===== src/rtl/cpsm_pkg.sv =====
// Package for the column projection segment merger.
// Holds the field widths, register indexes and the result record type.
// No dependencies.
`default_nettype none

package cpsm_pkg;

    // Column index and count widths are fixed by the field definitions.
    localparam int COL_W   = 11;
    localparam int CNT_W   = 11;
    localparam int CFG_W   = 11;
    localparam int CIDX_W  = 8;
    localparam int CDATA_W = 16;

    // Configuration register indexes.
    localparam logic [CIDX_W-1:0] REG_START_COUNT_MIN  = 8'd0;
    localparam logic [CIDX_W-1:0] REG_LONG_WIDTH_LIMIT = 8'd1;
    localparam logic [CIDX_W-1:0] REG_MERGE_GAP_MAX    = 8'd2;
    localparam logic [CIDX_W-1:0] REG_MERGE_SPAN_LIMIT = 8'd3;

    // Register reset values.
    localparam logic [CFG_W-1:0] START_COUNT_MIN_RST  = 11'd1;
    localparam logic [CFG_W-1:0] LONG_WIDTH_LIMIT_RST = 11'd12;
    localparam logic [CFG_W-1:0] MERGE_GAP_MAX_RST    = 11'd6;
    localparam logic [CFG_W-1:0] MERGE_SPAN_LIMIT_RST = 11'd30;

    // One result record as held in the output queue.
    typedef struct packed {
        logic             last;
        logic             no_segment;
        logic [COL_W-1:0] seg_end;
        logic [COL_W-1:0] seg_start;
    } seg_result_t;

endpackage

`default_nettype wire


===== src/rtl/column_projection_segment_merger.sv =====
// Top level of the column projection segment merger.
// Depends on cpsm_pkg for widths, register indexes and the result record.
//
//  Channel   Direction  Ports                               Contents
//  s_        in         s_tvalid s_tready s_tdata s_tlast   one column count per request
//  m_        out        m_tvalid m_tready m_tdata m_tuser   one segment per request
//                       m_tlast
//  cfg_      in         cfg_valid cfg_ready cfg_index       register writes
//                       cfg_data
//
// Each column is processed in the cycle it is accepted; one column per cycle while s_tready is high.
// A column produces zero, one or two results, which go into a four-entry
// output queue; s_tready is high while the queue has room for two results,
// so a stalled output throttles the input only once more than two results wait.
// The queue drains one result per cycle while m_tready is high. aresetn is synchronous and active low;
// cfg_ready is always high.
`default_nettype none

module column_projection_segment_merger (
    input  wire logic        aclk,
    input  wire logic        aresetn,
    // Input stream.
    input  wire logic        s_tvalid,
    output logic             s_tready,
    input  wire logic [15:0] s_tdata,   // [10:0] column_count, [15:11] zero
    input  wire logic        s_tlast,   // last_column
    // Result stream.
    output logic             m_tvalid,
    input  wire logic        m_tready,
    output logic [23:0]      m_tdata,   // [10:0] seg_start, [21:11] seg_end, [23:22] zero
    output logic             m_tuser,   // [0] no_segment
    output logic             m_tlast,   // last
    // Configuration writes.
    input  wire logic        cfg_valid,
    output logic             cfg_ready,
    input  wire logic [cpsm_pkg::CIDX_W-1:0]  cfg_index,
    input  wire logic [cpsm_pkg::CDATA_W-1:0] cfg_data
);

    localparam int COL_W = cpsm_pkg::COL_W;
    localparam int CFG_W = cpsm_pkg::CFG_W;

    // Configuration registers.
    logic [CFG_W-1:0] start_min_reg, long_lim_reg, gap_max_reg, span_lim_reg;

    // Scan state.
    logic [COL_W-1:0] col_reg, col_next;
    logic             run_open_reg, run_open_next;
    logic [COL_W-1:0] run_begin_reg, run_begin_next;
    logic             pend_valid_reg, pend_valid_next;
    logic [COL_W-1:0] pend_begin_reg, pend_begin_next;
    logic [COL_W-1:0] pend_finish_reg, pend_finish_next;

    // Output queue.
    cpsm_pkg::seg_result_t q_reg [4];
    logic [1:0] wr_ptr_reg, rd_ptr_reg;
    logic [2:0] cnt_reg;

    logic              in_fire, out_fire;
    logic [cpsm_pkg::CNT_W-1:0] count;
    logic              opens, closes, merge, emit_prev;
    logic [COL_W-1:0]  run_end;
    logic signed [12:0] width_s, gap_s, span_s;
    logic              push0, push1;
    cpsm_pkg::seg_result_t res_prev, res_final, slot0;
    logic [1:0]        n_push;

    assign cfg_ready = 1'b1;
    assign in_fire   = s_tvalid && s_tready;
    assign out_fire  = m_tvalid && m_tready;
    assign count     = s_tdata[cpsm_pkg::CNT_W-1:0];

    // Configuration register writes; unknown indexes are ignored.
    always_ff @(posedge aclk) begin
        if (!aresetn) begin
            start_min_reg <= cpsm_pkg::START_COUNT_MIN_RST;
            long_lim_reg  <= cpsm_pkg::LONG_WIDTH_LIMIT_RST;
            gap_max_reg   <= cpsm_pkg::MERGE_GAP_MAX_RST;
            span_lim_reg  <= cpsm_pkg::MERGE_SPAN_LIMIT_RST;
        end else if (cfg_valid && cfg_ready) begin
            unique case (cfg_index)
                cpsm_pkg::REG_START_COUNT_MIN:  start_min_reg <= cfg_data[CFG_W-1:0];
                cpsm_pkg::REG_LONG_WIDTH_LIMIT: long_lim_reg  <= cfg_data[CFG_W-1:0];
                cpsm_pkg::REG_MERGE_GAP_MAX:    gap_max_reg   <= cfg_data[CFG_W-1:0];
                cpsm_pkg::REG_MERGE_SPAN_LIMIT: span_lim_reg  <= cfg_data[CFG_W-1:0];
                default: ;
            endcase
        end
    end

    // Run detection and the merge decision for a run closing on this column.
    always_comb begin
        opens   = count > start_min_reg;
        closes  = (count == 11'd0) && run_open_reg;
        run_end = col_reg - 1'b1;
        width_s = $signed({2'b00, run_end}) - $signed({2'b00, run_begin_reg});
        gap_s   = $signed({2'b00, run_begin_reg}) - $signed({2'b00, pend_finish_reg});
        span_s  = $signed({2'b00, run_end}) - $signed({2'b00, pend_begin_reg});
        merge   = pend_valid_reg
                  && (width_s <= $signed({2'b00, long_lim_reg}))
                  && (gap_s <= $signed({2'b00, gap_max_reg}))
                  && (span_s < $signed({2'b00, span_lim_reg}));
        emit_prev = closes && !merge && pend_valid_reg;
    end

    // Next scan state and the results this column produces.
    always_comb begin
        col_next         = col_reg + 1'b1;
        run_open_next    = run_open_reg;
        run_begin_next   = run_begin_reg;
        pend_valid_next  = pend_valid_reg;
        pend_begin_next  = pend_begin_reg;
        pend_finish_next = pend_finish_reg;

        if (opens) begin
            if (!run_open_reg) begin
                run_open_next  = 1'b1;
                run_begin_next = col_reg;
            end
        end else if (closes) begin
            run_open_next = 1'b0;
            if (merge) begin
                pend_finish_next = run_end;
            end else begin
                pend_valid_next  = 1'b1;
                pend_begin_next  = run_begin_reg;
                pend_finish_next = run_end;
            end
        end

        res_prev.seg_start  = pend_begin_reg;
        res_prev.seg_end    = pend_finish_reg;
        res_prev.no_segment = 1'b0;
        res_prev.last       = 1'b0;

        // Final result of the frame, taken after the closing run is handled.
        if (pend_valid_next) begin
            res_final.seg_start  = pend_begin_next;
            res_final.seg_end    = pend_finish_next;
            res_final.no_segment = 1'b0;
        end else begin
            res_final.seg_start  = '0;
            res_final.seg_end    = '0;
            res_final.no_segment = 1'b1;
        end
        res_final.last = 1'b1;

        // The last column returns all scan state to its reset value.
        if (s_tlast) begin
            col_next         = '0;
            run_open_next    = 1'b0;
            run_begin_next   = '0;
            pend_valid_next  = 1'b0;
            pend_begin_next  = '0;
            pend_finish_next = '0;
        end

        push0  = in_fire && (emit_prev || s_tlast);
        push1  = in_fire && emit_prev && s_tlast;
        slot0  = emit_prev ? res_prev : res_final;
        n_push = {1'b0, push0} + {1'b0, push1};
    end

    // Scan state registers.
    always_ff @(posedge aclk) begin
        if (!aresetn) begin
            col_reg         <= '0;
            run_open_reg    <= 1'b0;
            run_begin_reg   <= '0;
            pend_valid_reg  <= 1'b0;
            pend_begin_reg  <= '0;
            pend_finish_reg <= '0;
        end else if (in_fire) begin
            col_reg         <= col_next;
            run_open_reg    <= run_open_next;
            run_begin_reg   <= run_begin_next;
            pend_valid_reg  <= pend_valid_next;
            pend_begin_reg  <= pend_begin_next;
            pend_finish_reg <= pend_finish_next;
        end
    end

    // Output queue storage.
    always_ff @(posedge aclk) begin
        if (push0) begin
            q_reg[wr_ptr_reg] <= slot0;
        end
        if (push1) begin
            q_reg[wr_ptr_reg + 2'd1] <= res_final;
        end
    end

    // Output queue pointers and fill count.
    always_ff @(posedge aclk) begin
        if (!aresetn) begin
            wr_ptr_reg <= '0;
            rd_ptr_reg <= '0;
            cnt_reg    <= '0;
        end else begin
            wr_ptr_reg <= wr_ptr_reg + n_push;
            if (out_fire) begin
                rd_ptr_reg <= rd_ptr_reg + 2'd1;
            end
            cnt_reg <= cnt_reg + {1'b0, n_push} - {2'b00, out_fire};
        end
    end

    // Handshake and output packing.
    assign s_tready = cnt_reg <= 3'd2;
    assign m_tvalid = cnt_reg != 3'd0;
    assign m_tdata  = {2'b00, q_reg[rd_ptr_reg].seg_end, q_reg[rd_ptr_reg].seg_start};
    assign m_tuser  = q_reg[rd_ptr_reg].no_segment;
    assign m_tlast  = q_reg[rd_ptr_reg].last;

endmodule

`default_nettype wire


===== config.mk =====
export PLATFORM = sky130hd
export DESIGN_NAME = column_projection_segment_merger
export DESIGN_NICKNAME = d
export VERILOG_FILES = /design/src/rtl/cpsm_pkg.sv /design/src/rtl/column_projection_segment_merger.sv
export SDC_FILE = /design/constraint.sdc
export NUM_CORES = 1
export LEC_CHECK = 0
export BUFFER_PORTS_ARGS = -buffer_cell sky130_fd_sc_hd__buf_2
export CELL_PAD_IN_SITES_DETAIL_PLACEMENT = 0
export CELL_PAD_IN_SITES_GLOBAL_PLACEMENT = 1
export CORE_MARGIN = 4
export CORE_UTILIZATION = 25
export CTS_CLUSTER_SIZE = 20
export DETAILED_ROUTE_END_ITERATION = 8
export GPL_ROUTABILITY_DRIVEN = 0
export PLACE_DENSITY_LB_ADDON = 0.05
export SLEW_MARGIN = 20
export SYNTH_ARGS = -nofsm -noshare
export SYNTH_HDL_FRONTEND = slang
export SYNTH_SLANG_ARGS = --single-unit

===== constraint.sdc =====
create_clock -name aclk -period 6.9 [get_ports aclk]
set_input_delay 0 -clock aclk [delete_from_list [all_inputs] [get_ports aclk]]
set_output_delay 0 -clock aclk [all_outputs]
set_load 0.02 [all_outputs]

# [After elaboration in Yosys (flattened, before gate mapping)]
# Memories as Yosys holds them, arrays and structs flattened. A register that Yosys moved wholly into a read port is not among the register bits.
# Index checks and enable logic that the tools add are counted.
[op_classes] order_cmp=5 eq_ne=4 add_sub_neg=11 n_reduce_logical=24 n_mux=26
[ops] operator="2-to-1 mux 11 bit" count=11
[ops] operator="subtractor 11 x 11 -> 12 bit" count=3
[ops] operator="less-or-equal comparator 12 bit" count=2
[ops] operator="2-to-1 mux 24 bit" count=1
[ops] operator="2-to-1 mux 23 bit" count=1
[ops] operator="equality test 8 x 2 -> 1 bit, second input constant" count=2
[ops] operator="less-than comparator 12 bit" count=1
[ops] operator="adder 11 x 1 -> 11 bit, second input constant" count=1
[ops] operator="greater-than comparator 11 bit" count=1
[ops] operator="logical AND 1 bit" count=11
[ops] operator="logical NOT 11 bit" count=1
[ops] operator="2-to-1 mux 1 bit" count=11
[ops] operator="subtractor 11 x 1 -> 11 bit, second input constant" count=1
[ops] operator="AND reduction 2 bit" count=5
[ops] operator="equality test 8 x 1 -> 1 bit, second input constant" count=1
[ops] operator="logical NOT 8 bit" count=1
[ops] operator="nonzero test 3 bit" count=2
[ops] operator="adder 2 x 1 -> 2 bit, second input constant" count=2
[ops] operator="2-to-1 mux 2 bit" count=2
[ops] operator="adder 3 x 2 -> 3 bit" count=1
[ops] operator="less-or-equal comparator 3 x 2 -> 1 bit, second input constant" count=1
[ops] operator="AND reduction 3 bit" count=1
[ops] operator="subtractor 3 x 1 -> 3 bit" count=1
[ops] operator="adder 1 x 1 -> 2 bit" count=1
[ops] operator="other kinds (5)" count=5
[totals] mem_bits_rw=96 input_bits=46 reg_bits=97 memories=1 wordCells=84 output_inout_bits=29
[mem_list] memory="q_reg" depth=4 word_bits=24 rd=1 rd_ports_with_merged_regs=1 write_ports=2 line="column_projection_segment_merger.sv:55" source="cpsm_pkg::seg_result_t q_reg [4];"

# [Longest topological paths before layout]
# Gate-level depths: netlist of run 1.
[depth] word_depth=14 mapped_depth=32 mapped_depth_nobuf=30

# [Least setup slack after synthesis of run 1]
# No wires, ideal clock.
[synth_path] kind="flip-flop to flip-flop" from="register col_reg[0]" to="memory q_reg[1][0] (netlist name), enable pin" n_path_buf=1 setup_slack_ns=0.469 arrival_ns=5.991 path_stages_with_launch=22 required_time_ns=6.460 cell_sequence="dfxtp_1 inv_1 ha_1 xor2_1 ha_1 nor2b_1 o21ai_0 nand2b_1 a21o_1 a21o_1 a21o_1 a21oi_1 xnor2_1 ha_1 nand2_1 nor4_1 a2bb2oi_1 a32oi_2 a21oi_1 buf_2 o21ai_1 a211oi_1"
[synth_lines] item="start, declared" line="column_projection_segment_merger.sv:47" source="logic [COL_W-1:0] col_reg, col_next;"
[synth_lines] item="start signal, assigned" line="column_projection_segment_merger.sv:174" source="col_reg <= col_next;"
[synth_lines] item="end, declared" line="column_projection_segment_merger.sv:55"

# [Final worst setup path of run 1]
[layout_path] from="register col_reg[1]" to="register cnt_reg[2]"
[layout_via] elab_chain_cells=14 elab_cells_between_ends=18
[layout_lines] item="subtractor 11 x 1 -> 11 bit (*)" line="column_projection_segment_merger.sv:95" source="run_end = col_reg - 1'b1;"
[layout_lines] item="subtractor 11 x 11 -> 12 bit" line="column_projection_segment_merger.sv:96" source="width_s = $signed({2'b00, run_end}) - $signed({2'b00, run_begin_reg});"
[layout_lines] item="less-or-equal comparator 12 bit" line="column_projection_segment_merger.sv:100" source="&& (width_s <= $signed({2'b00, long_lim_reg}))"
[layout_lines] item="logical AND 1 bit" line="column_projection_segment_merger.sv:100"
[layout_lines] item="logical AND 1 bit" line="column_projection_segment_merger.sv:101" source="&& (gap_s <= $signed({2'b00, gap_max_reg}))"
[layout_lines] item="logical AND 1 bit (*)" line="column_projection_segment_merger.sv:102" source="&& (span_s < $signed({2'b00, span_lim_reg}));"
[layout_lines] item="logical NOT 1 bit (*)" line="column_projection_segment_merger.sv:103" source="emit_prev = closes && !merge && pend_valid_reg;"
[layout_lines] item="logical AND 1 bit (*) (2 in a row)" line="column_projection_segment_merger.sv:103"
[layout_lines] item="logical OR 1 bit / logical AND 1 bit (equally long branches)" line="column_projection_segment_merger.sv:158, column_projection_segment_merger.sv:159"
[layout_lines] item="logical AND 1 bit, on equally long branches" line="column_projection_segment_merger.sv:158, column_projection_segment_merger.sv:159"
[layout_lines] item="adder 1 x 1 -> 2 bit (*)" line="column_projection_segment_merger.sv:161" source="n_push = {1'b0, push0} + {1'b0, push1};"
[layout_lines] item="adder 3 x 2 -> 3 bit (*)" line="column_projection_segment_merger.sv:204" source="cnt_reg <= cnt_reg + {1'b0, n_push} - {2'b00, out_fire};"
[layout_lines] item="subtractor 3 x 1 -> 3 bit (*)" line="column_projection_segment_merger.sv:204"
[layout_lines] item="end signal, assigned" line="column_projection_segment_merger.sv:204"
[layout_lines] item="end, declared" line="column_projection_segment_merger.sv:57" source="logic [2:0] cnt_reg;"
# Every way passes the cells marked *; elsewhere a longest branch is shown, timed or not.
# A chain may end at the register's enable or synchronous reset.

==> results.py, run 1 <==
metrics = {
    "floorplan": {
        "dieHeight_um": 225,
        "core_area_sq_mm": 0.0467,
        "start_util_pct": 25.3,
        "die_area_sq_mm": 0.0508,
        "ios": 75,
        "die_w_um": 225,
        "rows": 79,
    },
    "flow_run": {
        "timing.max_cap.violations": 0,
    },
    "power": {
        "vdd_drop_max_mv": 0.151,
        "intPower_w": 0.00215,
        "seq_power_share_pct": 40.4,
        "power.density_mw_per_mm2": 233,
        "p_sw_w": 0.00103,
        "leakage_nw": 4.82,
        "pwr-share-clk_pct": 34.2,
        "switching_share_pct": 32.4,
        "combinationalPowerShare_pct": 25.4,
        "finalPower_w": 0.00318,
    },
    "yosys": {
        "ys_async_sr_fraction_pct": 0,
        "synth_edf_count": 92,
        "synth.distinct_cells": 66,
        "synthCells": 1203,
        "yosysWarnings": 0,
        "yosys_most_used_dff": "dfxtp_1",
        "synth-seq-cells": 195,
        "ys_seq_area_share_pct": 40.8,
        "syn-cell-area_sq_mm": 0.0118,
        "avgSynthCellArea_sq_um": 9.82,
    },
    "timing": {
        "fin_tns_setup_ps": 0,
        "hold_violations": 0,
        "setup_viol": 0,
        "fin_crit_sh_pct": 91.2,
        "fin_crit_ps": 6290,
        "layout_setup_ws_ps": 608,
        "worst_pin_slew_ps": 946,
        "slew_headroom_pct": 36.7,
        "fmax_mhz": 159,
        "fin_worst_skew_ps": 13.9,
        "slew_viol_final": 0,
        "rsz0062_at_grt": "no",
    },
    "setup_path": {
        "end_kind": "flip-flop",
        "slowest_stage": "or4b_2",
        "cp_common_cell": "ha_1",
        "critPathArrivalTime_ps": 6680,
        "startpoint_type": "flip-flop",
        "crit_fanout": 5,
        "cpPeakStageDelay_ps": 660,
        "crit_required_ps": 7290,
        "critical_path_class": "flip-flop to flip-flop",
    },
    "grt": {
        "grt_start_max_net_pins": 59,
        "gr-usage-met1_pct": 22.8,
        "met2_usage_pct": 27.3,
        "grt_use_met3_pct": 3.35,
        "busiest_layer": "met2",
        "grt_pass1_vias": 9083,
        "antenna_found_initial": 1,
        "grt_use_total_pct": 16.9,
        "grt_pass1_wl_um": 62100,
        "overflow": 0,
    },
    "route": {
        "drtIter0Drc": 731,
        "vias_per_cell": 4.92,
        "drt-total-wl_um": 42500,
        "vias": 9216,
        "wire_per_inst_um": 22.7,
        "drtPass1Iterations": 6,
        "drc_errors": 0,
        "postRouteAntennaNets": 0,
    },
    "finish": {
        "register_area_sq_mm": 0.00483,
        "fillers": 4952,
        "multiInputGateArea_sq_mm": 0.00634,
        "fin_util_pct": 29.2,
        "final_cell_mix": "dfxtp_1 (101), inv_1 (96), edfxtp_1 (92)",
        "final_common_cell": "dfxtp_1",
        "largest_reg_flops": 96,
        "area_growth_pct": 15.2,
        "drive_gt1_share_pct": 13.7,
        "nets": 1387,
        "antenna_cells": 0,
    },
    "placement": {
        "place_ws_ps": 498,
        "dp_hpwl_um": 30100,
        "portBuffers": 61,
    },
    "cts": {
        "postCtsResizedCells": 0,
        "cts_sinks": 195,
        "htreeDepth": 4,
        "cts_inserted_buffers": 17,
        "worstSkewPairLatency_ps": 500,
        "cts.reportedPaths.clkPinSlew_ps": 70,
        "cts_root_buf": "clkbuf_16",
        "clock_path_buffers": 2,
        "cts_tree": "done",
    },
    "run_status": {
        "status": "finished clean",
    },
    "hold_path": {
        "hp-class": "input port to flip-flop",
    },
}
==> Yosys cell counts (all sizes together) (10+ instances only) <==
master,n,area share [%]
a21o,16,1.0
a21oi,56,2.4
a22o,36,2.7
buf,21,0.92
nand2b,11,0.58
and2,16,0.85
inv,96,3.0
dfxtp,103,17
nor3,12,0.55
mux4,24,4.6
or3,11,0.58
nand4,10,0.53
nand2,60,1.9
nor2,56,1.8
xor2,17,1.3
a22oi,29,1.8
xnor2,28,2.1
nand3,46,1.9
a31oi,15,0.79
mux2i,46,3.9
o22ai,35,1.9
o21ai,48,2.0
edfxtp,92,23
clkbuf,59,1.9
ha,83,8.8
o21a,10,0.64
nor2b,62,3.3
==> worst paths after layout <==
kind / start / end / slack [ps] / cells past startpoint
worst min register to register: q_reg[3][23] / q_reg[3][23] / 470 / 1
worst max register to register: col_reg[1] / cnt_reg[2] / 610 / 30
worst min-delay path: aresetn / run_begin_reg[6] / 50 / 2
worst max-delay path: col_reg[1] / cnt_reg[2] / 610 / 30
==> repair_timing <==
item | in CTS | in global routing
endpoints found under the hold margin | 44 | 0
hold buffers | 13 | 0
setup buffers | 0 | 0
==> per-layer routing <==
metal,wire [um],up-vias
met3,1850,38
met4,981,0
met5,0,-
met2,19700,211
met1,20000,4450
li1,-,4517
==> worst max-delay path, delay by kind of cell (launching register included) <==
kind	cells	cell delay (ps)
adders and majority gates	7	1910
AOI/OAI and AO/OA	10	1790
buffers and inverters	3	220
DFF	1	380
xor gates and xnor gates	2	360
and+or+nand+nor	7	1410
muxes	1	110
==> power by group through the flow <==
stage               clock network [W]  logic (W)  registers (W)
finish                        0.00109   0.000806        0.00128
CTS                           0.00114   0.000827        0.00129
detailed placement                  0   0.000818        0.00131
global placement                    0   0.000819        0.00131
floorplan                           0   0.000547        0.00129
global route                  0.00117   0.000893        0.00129
==> stage by stage <==
step           area, sq um  hold slack [ps]  instances
2_1_floorplan        11800              125       1204
3_3_place_gp         12900              348       1829
3_5_place_dp         12900              355       1829
4_1_cts              13600             8.20       1874
5_1_grt              13600             69.2       1874
6_report             13600             49.7       1874
==> final cells by class <==
type | count | area share (%)
clock buffers | 18 | 3.15
well taps | 607 | 5.58
flip-flops and latches | 195 | 35.5
repair buffers | 111 | 5.24
multi-input cells | 832 | 46.6
clock inverters | 14 | 1.30
inverters | 97 | 2.67
==> cell families after synthesis <==
| group | count (synthesis) | synth area share (%) |
|---|---|---|
| compound gates | 304 | 17.5 |
| mux | 70 | 8.47 |
| other cells | 2 | 0.0636 |
| xor+xnor | 45 | 3.34 |
| buf+inv | 177 | 5.88 |
| fa+ha+maj | 87 | 9.47 |
| flops | 195 | 40.8 |
| simple gates | 323 | 14.5 |
Power figures use the tool's default switching activity.
==> run 2, diff against run 1 <==
GPL_ROUTABILITY_DRIVEN = unset   (was 0)
clock period = 7.4 ns   (was 6.9 ns; I/O delays follow)
==> run 2 against run 1 <==
Net effect: utilization down 0.21 points; worst hold slack better by 38 ps; cell count down 0.21%; die area unchanged; routed wire length down 0.96%; critical endpoint unchanged; sequential power down 6%.
==> results.py, run 2 (synthesis results as in run 1) <==
metrics = {
    "timing": {
        "fmax_mhz": 157,
        "fin_worst_skew_ps": 14.3,
        "fin_crit_sh_pct": 86.3,
        "fin_crit_ps": 6390,
        "setup_viol": 0,
        "rsz0062_at_grt": "no",
        "slew_headroom_pct": 35.0,
        "worst_pin_slew_ps": 972,
        "hold_violations": 0,
        "slew_viol_final": 0,
        "fin_tns_setup_ps": 0,
    },
    "finish": {
        "nets": 1382,
        "largest_reg_flops": 96,
        "final_cell_mix": "dfxtp_1 (101), inv_1 (96), edfxtp_1 (92)",
        "fin_area_sq_mm": 0.0135,
        "drive_gt1_share_pct": 13.5,
        "final_common_cell": "dfxtp_1",
        "area_growth_pct": 14.4,
    },
    "grt": {
        "grt_pass1_wl_um": 62300,
        "antenna_found_initial": 0,
        "grt_use_total_pct": 16.9,
        "grt_start_max_net_pins": 81,
        "grt_pass1_vias": 9194,
        "overflow": 0,
    },
    "cts": {
        "cts_tree": "done",
        "clock_path_buffers": 2,
        "post_cts_buffers": 0,
        "postCtsResizedCells": 0,
        "cts_root_buf": "clkbuf_16",
        "cts.reportedPaths.clkPinSlew_ps": 80,
        "htreeDepth": 4,
        "cts_inserted_buffers": 17,
        "worstSkewPairLatency_ps": 490,
        "cts_hold_buf": 11,
        "cts_sinks": 195,
    },
    "setup_path": {
        "critical_path_class": "flip-flop to flip-flop",
        "critPathArrivalTime_ps": 6770,
        "worstReg2RegStart": "col_reg[2]",
        "r2r-end": "cnt_reg[2]",
        "startpoint_type": "flip-flop",
        "crit_fanout": 10,
        "crit_required_ps": 7780,
        "end_kind": "flip-flop",
        "rrSetupSlack_ps": 1010,
        "ff2ff_path_depth": 24,
    },
    "route": {
        "drc_errors": 0,
        "vias": 9155,
        "postRouteAntennaNets": 0,
        "wire_per_inst_um": 22.5,
        "drtIter0Drc": 554,
        "vias_per_cell": 4.90,
        "drt-total-wl_um": 42100,
        "drtPass1Iterations": 5,
    },
    "floorplan": {
        "dieHeight_um": 225,
        "start_util_pct": 25.3,
        "rows": 79,
        "ios": 75,
        "die_w_um": 225,
        "core_area_sq_mm": 0.0467,
        "die_area_sq_mm": 0.0508,
    },
    "placement": {
        "dpl_cell_area_sq_mm": 0.0129,
        "portBuffers": 61,
        "dp_hpwl_um": 30000,
        "gp_congestion": 0.804,
    },
    "flow_run": {
        "timing.max_cap.violations": 0,
    },
    "power": {
        "finalPower_w": 0.00285,
        "vdd_drop_max_mv": 0.128,
        "leakage_nw": 4.77,
        "power.density_mw_per_mm2": 211,
    },
    "hold_path": {
        "hp-class": "input port to flip-flop",
        "hold_path_startpoint": "m_tready",
        "min_delay_path_depth": 4,
    },
    "run_status": {
        "status": "finished clean",
    },
}
[run 2: layout make-up]
type / count / area, sq um
antenna: 1 / 2.50
tap: 607 / 759
sequential: 195 / 4830
fill: 4947 / 33100
clock buffer: 18 / 429
timing repair buffer: 106 / 671
clock inverter: 14 / 121
inverter: 97 / 364
multi-input combinational: 832 / 6340
[run 2: worst max-delay path by stage]
stage | slack (ps) | cells after the start | endpoint | from
global route | 700 | 30 | cnt_reg[2] | col_reg[1]
finish | 1010 | 24 | cnt_reg[2] | col_reg[2]
floorplan | 970 | 21 | q_reg[1][0] | col_reg[0]
global placement | 1010 | 25 | cnt_reg[2] | col_reg[2]
detailed placement | 1000 | 19 | q_reg[2][3] | col_reg[2]
CTS | 970 | 19 | q_reg[2][3] | col_reg[2]
[run 2: metrics by stage]
step / setup WS, ps / instances / hold WS [ps] / utilization (%)
floorplan: 969 / 1204 / 125 / -
global placement: 1010 / 1826 / 356 / 27.6
detailed placement: 999 / 1826 / 357 / 27.6
CTS: 966 / 1869 / 40.5 / 29.0
global route: 704 / 1869 / 80.4 / 29.0
finish: 1010 / 1870 / 87.3 / 29.0
[run 2: per-layer routing]
layer,vias up,wire length [um],GRT usage (%)
met5,-,0,0
met4,0,854,4.94
met3,30,1300,2.89
met2,153,19900,27.7
met1,4473,20000,23.0
li1,4499,-,-
[run 2: worst max-delay path, cell delays in order, from the launching register on]
cell and delay, ps:
dfxtp_1 430, nor4_1 530, nand3_1 240, nor4_1 270, xor2_1 650, ha_1 440
nand3_1 120, mux2i_1 60, nand4b_1 180, ha_1 210, or4b_2 680, a21oi_1 120
o21ai_0 90, a2bb2oi_1 140, a32oi_2 300, a21oi_2 150, and2_1 180, ha_1 310
inv_1 50, ha_1 260, inv_1 40, ha_1 180, fa_1 380, xnor2_1 130
and2_1 150
[run 2: power breakdown]
group	switching (W)	leakage (nW)	internal, W
Combinational	0.000446	2.88	0.000296
Sequential	0.0000329	1.63	0.00116
Clock	0.000472	0.264	0.000439
Total	0.000951	4.77	0.00190
